--- src/hw/rtl/xcpc_pkg.sv ---
// ----------------------------------------------------------------------------
// xcpc_pkg
// Shared types, register indexes and the XORSHIFT32 step function for the
// chained XOR pixel cipher.
// ----------------------------------------------------------------------------
package xcpc_pkg;

  // Field widths.
  localparam int unsigned PixW   = 24;
  localparam int unsigned WordW  = 32;
  localparam int unsigned CountW = 25;
  localparam int unsigned IndexW = 8;

  // Configuration register indexes.
  localparam logic [IndexW-1:0] REG_KEY_SEED     = 8'd0;
  localparam logic [IndexW-1:0] REG_START_VALUE  = 8'd1;
  localparam logic [IndexW-1:0] REG_PIXEL_COUNT  = 8'd2;
  localparam logic [IndexW-1:0] REG_DECRYPT_MODE = 8'd3;

  typedef logic [PixW-1:0]   pix_t;
  typedef logic [WordW-1:0]  word_t;
  typedef logic [CountW-1:0] count_t;
  typedef logic [IndexW-1:0] index_t;

  // Current register contents.
  typedef struct packed {
    word_t  key_seed;
    pix_t   start_value;
    count_t pixel_count;
    logic   decrypt_mode;
  } cfg_t;

  // Commands from the controller to the datapath.
  typedef struct packed {
    logic load_skip;   // first pixel taken: seed the generator, load counter
    logic step_skip;   // one generator step of the skip phase
    logic emit_next;   // later pixel: step generator and produce a result
    logic emit_first;  // skip done: produce the first pixel's result
  } cmd_t;

  // Status from the datapath to the controller.
  typedef struct packed {
    logic skip_done;   // skip counter has reached zero
  } status_t;

  // One XORSHIFT32 step with shifts 13, 17 and 5.
  function automatic word_t xs_step(input word_t v);
    word_t a;
    word_t b;
    a = v ^ (v << 13);
    b = a ^ (a >> 17);
    return b ^ (b << 5);
  endfunction

endpackage

--- src/hw/rtl/xcpc_cfg.sv ---
// ----------------------------------------------------------------------------
// xcpc_cfg
// Configuration register file. Writes to indexes outside the list are
// accepted and dropped.
// ----------------------------------------------------------------------------
module xcpc_cfg (
  input  logic                  clk,
  input  logic                  rst,
  input  logic                  cfg_valid,
  output logic                  cfg_ready,
  input  xcpc_pkg::index_t      cfg_index,
  input  xcpc_pkg::word_t       cfg_data,
  output xcpc_pkg::cfg_t        cfg
);
  import xcpc_pkg::*;

  // The register file can always take a write.
  assign cfg_ready = 1'b1;

  // Register writes, decoded by index.
  always_ff @(posedge clk) begin
    if (rst) begin
      cfg.key_seed     <= word_t'(1);
      cfg.start_value  <= '0;
      cfg.pixel_count  <= count_t'(1);
      cfg.decrypt_mode <= 1'b0;
    end else if (cfg_valid) begin
      case (cfg_index)
        REG_KEY_SEED:     cfg.key_seed     <= cfg_data;
        REG_START_VALUE:  cfg.start_value  <= cfg_data[PixW-1:0];
        REG_PIXEL_COUNT:  cfg.pixel_count  <= cfg_data[CountW-1:0];
        REG_DECRYPT_MODE: cfg.decrypt_mode <= cfg_data[0];
        default: ;
      endcase
    end
  end

endmodule

--- src/hw/rtl/xcpc_datapath.sv ---
// ----------------------------------------------------------------------------
// xcpc_datapath
// Generator word, chain pixel, skip counter and the output pixel register.
// ----------------------------------------------------------------------------
module xcpc_datapath (
  input  logic                  clk,
  input  logic                  rst,
  input  xcpc_pkg::cfg_t        cfg,
  input  xcpc_pkg::cmd_t        cmd,
  output xcpc_pkg::status_t     status,
  input  xcpc_pkg::pix_t        pix_in,
  output xcpc_pkg::pix_t        pix_out
);
  import xcpc_pkg::*;

  word_t  generator_word;
  pix_t   chain_pixel;
  count_t skip_counter;
  pix_t   first_hold;
  pix_t   out_pix;
  word_t  gen_stepped;
  pix_t   res_next;
  pix_t   res_first;

  assign gen_stepped = xs_step(generator_word);

  // Result of a later pixel uses the freshly stepped word and the chain.
  assign res_next  = chain_pixel ^ pix_in ^ gen_stepped[PixW-1:0];
  // Result of the first pixel uses the word left by the skip phase.
  assign res_first = cfg.start_value ^ first_hold ^ generator_word[PixW-1:0];

  assign status.skip_done = (skip_counter == '0);
  assign pix_out          = out_pix;

  // Generator and chain state.
  always_ff @(posedge clk) begin
    if (rst) begin
      generator_word <= '0;
      chain_pixel    <= '0;
      skip_counter   <= '0;
    end else begin
      if (cmd.load_skip) begin
        generator_word <= cfg.key_seed;
        skip_counter   <= cfg.pixel_count;
      end else if (cmd.step_skip) begin
        generator_word <= gen_stepped;
        skip_counter   <= skip_counter - count_t'(1);
      end else if (cmd.emit_next) begin
        generator_word <= gen_stepped;
        chain_pixel    <= cfg.decrypt_mode ? pix_in : res_next;
      end else if (cmd.emit_first) begin
        chain_pixel    <= cfg.decrypt_mode ? first_hold : res_first;
      end
    end
  end

  // Payload registers: held first pixel and the output pixel.
  always_ff @(posedge clk) begin
    if (cmd.load_skip) begin
      first_hold <= pix_in;
    end
    if (cmd.emit_next) begin
      out_pix <= res_next;
    end else if (cmd.emit_first) begin
      out_pix <= res_first;
    end
  end

endmodule

--- src/hw/rtl/xcpc_ctrl.sv ---
// ----------------------------------------------------------------------------
// xcpc_ctrl
// Controller: stream handshakes, the skip phase sequencing and the output
// valid flag.
// ----------------------------------------------------------------------------
module xcpc_ctrl (
  input  logic                  clk,
  input  logic                  rst,
  input  logic                  in_valid,
  input  logic                  in_first,
  output logic                  in_ready,
  output logic                  out_valid,
  input  logic                  out_ready,
  input  xcpc_pkg::status_t     status,
  output xcpc_pkg::cmd_t        cmd
);
  import xcpc_pkg::*;

  localparam logic ST_IDLE = 1'b0;
  localparam logic ST_SKIP = 1'b1;

  logic state;
  logic state_next;
  logic out_free;
  logic in_take;

  // The output register can be loaded when empty or being drained.
  assign out_free = !out_valid || out_ready;
  assign in_ready = (state == ST_IDLE) && out_free;
  assign in_take  = in_valid && in_ready;

  // Command decode and next state.
  always_comb begin
    cmd        = '0;
    state_next = state;
    case (state)
      ST_IDLE: begin
        if (in_take) begin
          if (in_first) begin
            cmd.load_skip = 1'b1;
            state_next    = ST_SKIP;
          end else begin
            cmd.emit_next = 1'b1;
          end
        end
      end
      ST_SKIP: begin
        if (!status.skip_done) begin
          cmd.step_skip = 1'b1;
        end else if (out_free) begin
          cmd.emit_first = 1'b1;
          state_next     = ST_IDLE;
        end
      end
      default: begin
        state_next = ST_IDLE;
      end
    endcase
  end

  // State and output valid flag.
  always_ff @(posedge clk) begin
    if (rst) begin
      state     <= ST_IDLE;
      out_valid <= 1'b0;
    end else begin
      state <= state_next;
      if (cmd.emit_next || cmd.emit_first) begin
        out_valid <= 1'b1;
      end else if (out_ready) begin
        out_valid <= 1'b0;
      end
    end
  end

endmodule

--- src/hw/rtl/xorshift_chained_xor_pixel_cipher.sv ---
// ----------------------------------------------------------------------------
// xorshift_chained_xor_pixel_cipher
// Chained XOR pixel cipher with an XORSHIFT32 keystream.
// ----------------------------------------------------------------------------
// Usage:
//   Pixels enter on the slave stream (s_tdata: blue, green, red from bit 0;
//   s_tuser: first pixel of a frame) and leave on the master stream
//   (m_tdata: blue, green, red from bit 0). Every transaction on the slave
//   side yields exactly one transaction on the master side.
//   Registers (key seed, start value, pixel count, decrypt mode) are to be
//   set by the user on the cfg channel while no pixel is in flight; the
//   block does not enforce this. The cfg channel is always ready. A later
//   pixel of a frame is loaded into the output register at the edge that
//   takes it, so m_tvalid rises in the next cycle and the stream runs at one
//   pixel per cycle while the receiver does not stall. A first pixel starts
//   the skip phase: the generator is stepped pixel_count times, once per
//   cycle, by the shared step unit; no input is taken until its result
//   is loaded. When the receiver stalls, the result waits in the output
//   register and new input is refused until it has been taken or is being
//   taken. Reset clears the generator word and chain to zero, loads the
//   register reset values and empties the output register.
// ----------------------------------------------------------------------------
module xorshift_chained_xor_pixel_cipher (
  input  logic                  clk,
  input  logic                  rst,
  input  logic                  s_tvalid,
  output logic                  s_tready,
  input  logic [23:0]           s_tdata,   // blue_in, green_in, red_in
  input  logic                  s_tuser,   // first_pixel
  output logic                  m_tvalid,
  input  logic                  m_tready,
  output logic [23:0]           m_tdata,   // blue_out, green_out, red_out
  input  logic                  cfg_valid,
  output logic                  cfg_ready,
  input  xcpc_pkg::index_t      cfg_index,
  input  xcpc_pkg::word_t       cfg_data
);
  import xcpc_pkg::*;

  cfg_t    cfg;
  cmd_t    cmd;
  status_t status;

  // Configuration registers.
  xcpc_cfg u_cfg (
    .clk       (clk),
    .rst       (rst),
    .cfg_valid (cfg_valid),
    .cfg_ready (cfg_ready),
    .cfg_index (cfg_index),
    .cfg_data  (cfg_data),
    .cfg       (cfg)
  );

  // Handshake and sequencing control.
  xcpc_ctrl u_ctrl (
    .clk       (clk),
    .rst       (rst),
    .in_valid  (s_tvalid),
    .in_first  (s_tuser),
    .in_ready  (s_tready),
    .out_valid (m_tvalid),
    .out_ready (m_tready),
    .status    (status),
    .cmd       (cmd)
  );

  // Generator, chain and output pixel.
  xcpc_datapath u_datapath (
    .clk     (clk),
    .rst     (rst),
    .cfg     (cfg),
    .cmd     (cmd),
    .status  (status),
    .pix_in  (s_tdata),
    .pix_out (m_tdata)
  );

endmodule
--- config.mk ---
export PLATFORM = sky130hd
export DESIGN_NAME = xorshift_chained_xor_pixel_cipher
export DESIGN_NICKNAME = d
export VERILOG_FILES = /design/src/hw/rtl/xcpc_pkg.sv /design/src/hw/rtl/xcpc_cfg.sv /design/src/hw/rtl/xcpc_datapath.sv /design/src/hw/rtl/xcpc_ctrl.sv /design/src/hw/rtl/xorshift_chained_xor_pixel_cipher.sv
export SDC_FILE = /design/constraint.sdc
export NUM_CORES = 1
export LEC_CHECK = 0
export BUFFER_PORTS_ARGS = -buffer_cell sky130_fd_sc_hd__buf_2
export CORE_ASPECT_RATIO = 0.8
export CORE_MARGIN = 5
export CORE_UTILIZATION = 54
export DETAILED_ROUTE_END_ITERATION = 8
export GPL_TIMING_DRIVEN = 1
export MAX_ROUTING_LAYER = met4
export PLACE_DENSITY = 0.8
export SYNTH_ARGS = -nofsm -noshare
export SYNTH_HDL_FRONTEND = slang
export SYNTH_SLANG_ARGS = --single-unit
--- constraint.sdc ---
create_clock -name clk -period 2.6 [get_ports clk]
set_input_delay 0.13 -clock clk [delete_from_list [all_inputs] [get_ports clk]]
set_output_delay 0.13 -clock clk [all_outputs]
set_load 0.01 [all_outputs]
# After elaboration in Yosys (flattened, before gate mapping)
# Cells that the tools add are included.
# W data, S select, Z words.
# totals
output_inout_bits	27
regBits	213
mem_count	0
rom_bits	0
inputBits	70
latchBits	0
mem_bits_rw	0
# classes
div_mod_pow	0
n_eq_ne	3
n_bitwise	10
magnitude_cmp	0
n_addsub	1
n_mul	0
mux	27
n_shift	0
reduce_logical	16
# op_table
op	count
$mux W24	6
$mux W32	3
$xor A24 B24 Y24	4
$xor A32 B32 Y32	2
$mux W25	2
$xor A32 B15 Y32	1
$logic_not A25 Y1	1
$sub A25 B1 Y25 const B	1
$eq A8 B2 Y1 const B	2
$mux W1	15
$eq A8 B1 Y1 const B	1
$logic_not A8 Y1	1
$reduce_and A2 Y1	4
$reduce_bool A2 Y1	3
$not A1 Y1	3
$reduce_and A3 Y1	1
$reduce_bool A3 Y1	1
$logic_and A1 B1 Y1	2
$logic_or A1 B1 Y1	2
$pmux W1 S2	1
$logic_not A1 Y1	1

# Longest topological paths before layout
# logic_depth
word_depth	9
depth_mapped	10
mapped_depth_nobuf	8

# Cells and area by module
# A second synthesis with hierarchy kept.
# unflattened
hier_cells	1219
area_unflattened_um2	11725.0
# by_module_without_submodules
mod	cells_each	n_inst	area_each_um2	seq_area_each_um2
xcpc_datapath	896	1	8160.3	3062.9
xcpc_cfg	309	1	3453.3	1641.6
xcpc_ctrl	14	1	111.4	40.0

# Least setup slack after synthesis
# No wires, ideal clock.
# synth_timing
path_kind	register to register
from	register u_ctrl.state
to	register u_datapath.first_hold[0], enable pin
n_path_buf	3
slack_ps	139
path_stages_with_launch	8
required_time_ps	2202
t_arrival_ps	2064
path_cell_list	dfxtp_1 > clkbuf_2 > nand2b_1 > nor2_1 > nand2_1 > inv_2 > buf_2 > buf_1
# synth_lines
element	line_no	source
start: declaration	xcpc_ctrl.sv:22	logic state;
start signal: assignment	xcpc_ctrl.sv:67	state <= state_next;
end signal: assignment	xcpc_datapath.sv:60	first_hold <= pix_in;
end: declaration	xcpc_datapath.sv:19	pix_t first_hold;

# Worst setup path in the final report
# layout_timing
from	register u_datapath.skip_counter[16]
to	register u_datapath.chain_pixel[16]
# layout_between
elab_chain_cells	5
# layout_lines
element	line_no	source
start: declaration	xcpc_datapath.sv:18	count_t skip_counter;
start signal: assignment	xcpc_datapath.sv:44	skip_counter <= cfg.pixel_count;
start signal: assignment	xcpc_datapath.sv:47	skip_counter <= skip_counter - count_t'(1);
$logic_not A25 Y1 (*)	xcpc_datapath.sv:32	assign status.skip_done = (skip_counter == '0);
$mux W1	xcpc_ctrl.sv:48	if (!status.skip_done) begin
$mux W1	xcpc_ctrl.sv:36	case (state)
$reduce_bool A2 Y1 (no line) / $not A1 Y1 (equally long branches)	n/a	
$reduce_and A3 Y1 (no line) (*)	n/a	
end signal: assignment	xcpc_datapath.sv:50	chain_pixel <= cfg.decrypt_mode ? pix_in : res_next;
end signal: assignment	xcpc_datapath.sv:52	chain_pixel <= cfg.decrypt_mode ? first_hold : res_first;
end: declaration	xcpc_datapath.sv:17	pix_t chain_pixel;
# Every way passes the cells marked *; elsewhere a longest branch is shown, timed or not.
# A chain may end at the register's enable or synchronous reset.

==> run metrics <==
yosys warns=0; Clk Latency, worst-skew pair=0.51 ns; worst path bufs/invs=1; HP Class=input port to register; CTS Buf Count=22; Layout Area Growth over Synthesis=19.65%; Worst Path Max Fanout=48; initial antenna violation count=0; startpoint types=register; CP max-delay cell=nor4_2; first-pass GRT wire length=46,500 um; sequential cell area fraction in the yosys report=44.94%; # setup viols final=0; full die area=22,460 um^2; CTS root buf=clkbuf_16; Final Max Slew Viols=0; Main synth FF type=dfxtp_1; Critical Path Max Stage Delay=0.50 ns; PortBufs=95; number of global-route vias before repair=8,979; Avg Cell Area, Syn=8.841 um^2; Final Util=66.18%; CP Data Required Time=3.00 ns; crit-path cells=nor4_2, nand3_2, nor3_4, a31oi_4, clkinv_4, mux2i_1, a211oi_1; CP endpoint kind=register; drt drc=0; Setup WS post-layout=0.2035 ns; Synth cell types=61; FFs w/ async S/R, synth=0%; Clock H-tree levels=1; status=finished, final reports clean; largest net degree at the start of global routing=66; setup TNS=0 ns; FF+latch count, synth=213; via count=9,162; clk sinks=213; Mapped Nets=1,266; most frequent cells in the layout=275 x nand2_1, 165 x dfxtp_1, 126 x a21oi_1; pwr/cell area=1083 nW/um^2; Netlist Area Pre-Place=10,560 um^2; layout cells sized above 1=14.62%; final hold vios=0; max_cap viols=0; Mapped Cells=1,194; DR WL/cell=17.97 um; slew margin rel.=42.29%; DRT antenna net count=0; Leakage=0.004910 uW; final WL=28,730 um; VDD IR max=0.0007550 V; Ports=97; Final HPWL DP=19,140 um; CP Class=register to register; 1st-iter DRT viols=1,027; Post-synth EDFFs=48; Place WS=0.2424 ns; Initial Utilization=55.31%; die span in y=135.1 um; Arrival @ worst endpoint=2.80 ns; DIE WIDTH=166.3 um; Layout Cells excl Fill=1,599; commonest non-fill, non-tap cell in the layout=nand2_1; fin crit period=2.396 ns; Initial DRT Pass Iterations=6; final setup skew=0.009618 ns; nets=1,397; Clock Path Buffers=3; clk slew on worst S/H paths=0.06 ns; Crit path max-delay family=simple AND/OR/NAND/NOR gates; DR vias/cell=5.730; core area=19,090 um^2; final period utilization=92.17%; Cells after DPL=1,503; gr usage total=25.93%; gr ovfl total=0; RD Place Congestion=0.9700; Diodes inserted=0; TritonCTS clock tree=yes; FMAX=0.4173 GHz; Least-Margin Pin Slew=0.8656 ns; row count=45; RSZ-0062 raised after global routing=no
## tightest hold or removal path: cells and delay by family
family | cells | cell delay (ns)
and+or+nand+nor | 1 | 0.20
AOI/OAI and AO/OA | 1 | 0.08
buffers and inverters | 1 | 0.08
## worst paths after layout
kind,end,slack (ns),startpoint,cells past startpoint
worst max-delay path,u_datapath.chain_pixel[16],0.20,u_datapath.skip_counter[16],7
worst min-delay path,u_ctrl.out_valid,0.05,m_tready,3
worst max register to register,u_datapath.chain_pixel[16],0.20,u_datapath.skip_counter[16],7
worst min register to register,u_cfg.cfg[65],0.45,u_cfg.cfg[65],2
## cells by family after synthesis
| family | share of synthesized area (%) |
|---|---|
| buf+inv | 3.627 |
| compound gates | 13.51 |
| flops | 44.94 |
| fa+ha+maj | 0.2370 |
| xor+xnor | 14.91 |
| simple gates | 19.01 |
| mux | 3.722 |
| other cells | 0.03552 |
## state kept, by name (all words and copies together) (netlist names)
name / cells
u_datapath.first_hold: 24
u_ctrl.out_valid: 1
u_datapath.skip_counter: 25
u_cfg.cfg: 82
u_ctrl.state: 1
u_datapath.pix_out: 24
u_datapath.chain_pixel: 24
u_datapath.generator_word: 32
## power breakdown
part           total (uW)  switching (uW)  internal (uW)
registers            4420             520           3900
clock network        3150            1290           1850
logic                6110            3170           2940
total               13700            4980           8700
## metrics by stage
step | area, um^2 | hold WS (ns) | power (uW)
after floorplan | 10560 | 0.2289 | 8833
after global placement | 11340 | 0.3501 | 10220
after detailed placement | 11340 | 0.3512 | 10380
after CTS | 12630 | 0.03646 | 13620
after global routing | 12630 | 0.06859 | 14430
final | 12630 | 0.04897 | 13680
## synth_stat cells, drive strengths merged (11+ instances only)
library cell,number,area share (%)
o211ai,39,2.8
nor2,92,3.3
nor4,11,1.1
o21ai,21,1.0
nand2,276,9.8
dfxtp,165,31
nor3,13,0.82
mux2i,37,3.5
buf,22,1.3
clkbuf,58,2.1
xnor2,109,9.3
nand3,32,1.7
xor2,38,3.2
edfxtp,48,14
a21oi,126,6.0
## timing repair
action,4_1_cts,5_1_grt
hold buffers,56,0
hold endpoints to repair,106,0
gates resized for setup,0,0
buffers inserted,0,0
## final cells by class
class	instances	area, um^2
multi-input cells	894	5446
clock buffers	37	708.2
well taps	258	322.8
flip-flops and latches	213	4745
clock inverters	3	18.77
repair buffers	187	1359
fillers	1515	6456
inverters	7	31.28
## per-layer routing
metal	GRT usage, %	wire (um)	up-vias
li1	-	-	4331
met1	34.36	12100	4329
met2	41.02	13260	423
met3	4.273	2366	79
met4	8.587	997	0
met5	-	0	-
Power figures use the tool's default switching activity.
